### src/design/lpht_pkg.sv
// Shared constants and types for the linear-probe hash table.
`default_nettype none
package lpht_pkg;
    localparam int TABLE_SLOTS_DEF = 1024;
    localparam int MAX_NODES_DEF   = 512;
    localparam int PROBE_STEP_DEF  = 1;

    localparam int KEY_W     = 31;
    localparam int HSIZE_W   = 11;
    localparam int IDBASE_W  = 16;
    localparam int CFG_W     = 16;
    localparam int NODEID_W  = 17;
    localparam int SLOTIDX_W = 10;
    localparam int DIV_CNT_W = 5;

    localparam logic [HSIZE_W-1:0] HSIZE_RST = 11'd1024;

    localparam logic CFG_HASH_SIZE = 1'b0;
    localparam logic CFG_ID_BASE   = 1'b1;

    typedef enum logic [1:0] {
        ST_OK       = 2'd0,
        ST_EXISTS   = 2'd1,
        ST_FULL     = 2'd2,
        ST_NOTFOUND = 2'd3
    } t_status;

    typedef struct packed {
        logic               start;
        logic [KEY_W-1:0]   dividend;
    } t_div_req;
endpackage
`default_nettype wire

### src/design/lpht_mod.sv
// Bit-serial restoring modulo unit: remainder of a 31-bit value by a run-time divisor.
`default_nettype none
module lpht_mod #(
    parameter int DVS_W = 11
) (
    input  wire logic                  i_clk,
    input  wire logic                  i_rst_n,
    input  wire lpht_pkg::t_div_req    i_req,
    input  wire logic [DVS_W-1:0]      i_divisor,
    output logic                       o_done,
    output logic [DVS_W-1:0]           o_rem
);
    import lpht_pkg::*;

    logic                 r_busy;
    logic [DIV_CNT_W-1:0] r_cnt;
    logic [KEY_W-1:0]     r_dvd;
    logic [DVS_W-1:0]     r_rem;
    logic                 r_done;
    logic [DVS_W:0]       trial;
    logic [DVS_W:0]       n_rem;

    always_comb begin
        trial = {r_rem, r_dvd[KEY_W-1]};
        if (trial >= {1'b0, i_divisor}) begin
            n_rem = trial - {1'b0, i_divisor};
        end else begin
            n_rem = trial;
        end
    end

    always_ff @(posedge i_clk) begin
        if (!i_rst_n) begin
            r_busy <= 1'b0;
            r_done <= 1'b0;
            r_cnt  <= '0;
        end else begin
            if (i_req.start) begin
                r_busy <= 1'b1;
                r_done <= 1'b0;
                r_cnt  <= '0;
                r_dvd  <= i_req.dividend;
                r_rem  <= '0;
            end else if (r_busy) begin
                r_rem  <= n_rem[DVS_W-1:0];
                r_dvd  <= {r_dvd[KEY_W-2:0], 1'b0};
                r_cnt  <= r_cnt + 1'b1;
                r_done <= (r_cnt == DIV_CNT_W'(KEY_W - 1));
                if (r_cnt == DIV_CNT_W'(KEY_W - 1)) begin
                    r_busy <= 1'b0;
                end
            end else begin
                r_done <= 1'b0;
            end
        end
    end

    assign o_done = r_done;
    assign o_rem  = r_rem;
endmodule
`default_nettype wire

### config.mk
export PLATFORM = sky130hd
export DESIGN_NAME = lpht_mod
export DESIGN_NICKNAME = d
export VERILOG_FILES = /design/src/design/lpht_pkg.sv /design/src/design/lpht_mod.sv
export SDC_FILE = /design/constraint.sdc
export NUM_CORES = 1
export LEC_CHECK = 0
export BUFFER_PORTS_ARGS = -buffer_cell sky130_fd_sc_hd__buf_4
export CAP_MARGIN = 20
export CORE_UTILIZATION = 54
export CTS_CLUSTER_SIZE = 40
export DETAILED_ROUTE_END_ITERATION = 8
export PLACE_DENSITY = 0.9
export RECOVER_POWER = 25
export SLEW_MARGIN = 0
export SYNTH_ARGS = -nofsm -noshare
export SYNTH_HDL_FRONTEND = slang
export SYNTH_SLANG_ARGS = --single-unit
### constraint.sdc
create_clock -name i_clk -period 3.11 [get_ports i_clk]
set_input_delay 0.4665 -clock i_clk [delete_from_list [all_inputs] [get_ports i_clk]]
set_output_delay 0.4665 -clock i_clk [all_outputs]
set_load 0.1 [all_outputs]
==> impl_metrics.toml <==
[place]
pre_cts_ws_ns = 0.3760
gp_congestion = 0.8094
hpwl_mm = 3.635
port_buffers = 56

[sta]
min_period_ns = 2.701
setup_tns_ns = 0
fin_skew_ns = 0.009678
slew_viol_final = 0
hold_violations = 0
setup_ws_ns = 0.4088
fmax_mhz = 370.2
relSlewSlack_pct = 10.50
rsz0062_at_grt = "no"
post-route-period-util_pct = 86.85
setup_viol = 0
worst_pin_slew_ns = 1.342

[logic_synthesis]
synth_area_um2 = 2621
synthSimpleGateAreaFrac_pct = 8.831
yosys.area.top_type = "edfxtp_1"
synth_compound_area_share_pct = 9.881
yosys_warnings = 0
synth_top_area_share_pct = 48.11
synth_mux_area_share_pct = 14.42
synth_xor_area_share_pct = 3.007
synth_seq_cells = 49
synth_area_leaders = "edfxtp_1 48%, mux2_2 13%, ha_1 6.2%"
syn_avg_cell_area_um2 = 12.60
synthAdderAreaFrac_pct = 6.969
syn_nets = 267
syn_inst = 208
yosys.cell_types.count = 39
yosysSeqAreaShare_pct = 53.46
synth_top_family_by_area = "multiplexers"

[clocking]
cts_made_buffers = 5
cts_tree = "done"
post-cts-setup-buffers = 0
cts-root-buf = "clkbuf_8"
cts.clk_slew.worst_paths_ns = 0.10
clockBufferDepth = 2
htreeDepth = 2
cts_resized = 0
clock_latency_ns = 0.31
cts_sinks = 49
cts_hold_buffers = 0

[global_routing]
grt_pass1_wl_mm = 7.983
busiest_layer = "met2"
grt_start_max_net_pins = 29
grt_antenna_before_repair = 0
grtUsageMet2_pct = 34.17
grt_usage_pct = 20.60
grtUsageMet3_pct = 5.204
gr-total-overflow = 0
grt_pass1_vias = 1727
grtUsageMet1_pct = 26.37

[route]
drc = 0
drtIter0Drc = 95
vias = 1803
wl_mm = 4.967
wl_per_cell_um = 15.52
detail-route-antenna-nets = 0
viasPerCell = 5.634
drtPass1Iterations = 4

[finish]
fin_nets = 326
fill_cells = 346
drive_gt1_share_pct = 34.70
syn_to_final_growth_pct = 20.95
n_antenna_cell = 0

[outcome]
status = "complete, no violations"

[floorplanning]
num_io_pins = 57
fp.coreArea_um2 = 4504
rows = 24
die_h_um = 71.67
die_x_um = 71.67
initial_core_util_pct = 58.19
die_area_um2 = 5137

[power_and_ir_drop]
vdd_drop_max_mv = 0.3778
pwr_density_cell_nw_per_um2 = 519.9
p_leak_nw = 1.285

[worst_setup_path]
arrival_ns = 2.81
critPathLaunchType = "register"
end_kind = "register"
cp_max_fo = 17
critPathRequiredTime_ns = 3.22
crit_type = "register to register"

[flow_run]
max_cap_viol_count = 0

[min_path]
holdCritPathClass = "input port to register"
-- cell type report --
class	count	area, µm²	area share [%]
Clock buffer	6	72.57	2.289
Inverter	15	56.30	1.776
Sequential cell	49	1401	44.20
Timing Repair Buffer	59	431.7	13.61
Multi-Input combinational cell	137	1130	35.64
Clock inverter	2	13.76	0.4341
Tap cell	52	65.06	2.052
-- critical path, cell delays in order, from the launching register on --
cell and delay (ns):
edfxtp_1 0.36, inv_1 0.10, ha_1 0.19, fa_1 0.22, nand2b_1 0.14, a21oi_1 0.10, o21a_1 0.25, o31ai_4 0.72
nor2b_1 0.14, a211oi_1 0.29
-- metal layers --
layer	wire (µm)	share of wire, %
met1	2107	42
met2	2474	50
met3	319	6.4
met4	65	1.3
met5	0	0
-- power by group --
| part | internal [mW] | leakage (nW) | switching [mW] |
|---|---|---|---|
| logic | 0.185 | 0.779 | 0.283 |
| registers | 0.775 | 0.460 | 0.0233 |
| clock network | 0.161 | 0.0456 | 0.221 |
-- through the flow --
| stage | util [%] | cell area [µm²] | instances | total power [mW] | hold slack, ns |
|---|---|---|---|---|---|
| after detailed placement | 68.75 | 3097 | 312 | 1.281 | 0.5134 |
| after CTS | 70.67 | 3183 | 320 | 1.655 | 0.4443 |
| final | 70.39 | 3171 | 320 | 1.648 | 0.4507 |
| after global placement | 68.75 | 3097 | 312 | 1.265 | 0.4975 |
| after global routing | 70.39 | 3171 | 320 | 1.718 | 0.4536 |
| after floorplan | - | 2621 | 208 | 1.166 | 0.4797 |
-- sequential cells by signal, summed over array words and instances, names as in the netlist --
register  cells
r_cnt         5
o_rem        11
r_busy        1
r_dvd        31
o_done        1
-- Yosys cell counts (all sizes together) --
master and n:
edfxtp 42, mux2 30, nor2 16, inv 15, ha 13, a21oi 7, dfxtp 7, o21a 7
nand2 6, o21ai 6, xnor2 6, nor3 5, a211oi 4, buf 4, mux2i 4, nor2b 4
clkbuf 3, nand2b 3, nand4 3, o31ai 3, xor2 3, and4 2, nand3b 2, a211o 1
a2bb2oi 1, a31oi 1, and2 1, and3 1, fa 1, o2111ai 1, o221a 1, o22ai 1
o31a 1, o41ai 1, or3b 1, or4 1
-- placed cells by master (no fill, tap or decap), drive strengths merged, types with 5 or more instances in the layout --
cell and count:
nor2 16, xnor2 6, o21a 7, mux2 30, ha 13, o21ai 6
clkbuf 9, a21oi 7, buf 56, nand2 6, edfxtp 42, nor3 5
dfxtp 7, inv 16
-- logic make-up after synthesis --
group,Yosys count
AO/OA/AOI/OAI,35
XOR/XNOR,9
adder cells (fa/ha/maj),14
buffers and inverters,22
flip-flops,49
multiplexers,34
AND/OR/NAND/NOR,45
-- final timing paths --
path | end | start | cells past startpoint | slack [ns]
max | o_rem[0] | r_dvd[30] | 9 | 0.41
min | r_dvd[0] | i_req[0] | 2 | 0.45
max reg2reg | o_rem[0] | r_dvd[30] | 9 | 0.41
min reg2reg | r_cnt[1] | r_cnt[1] | 2 | 0.53
(Power assumes the default switching activity.)
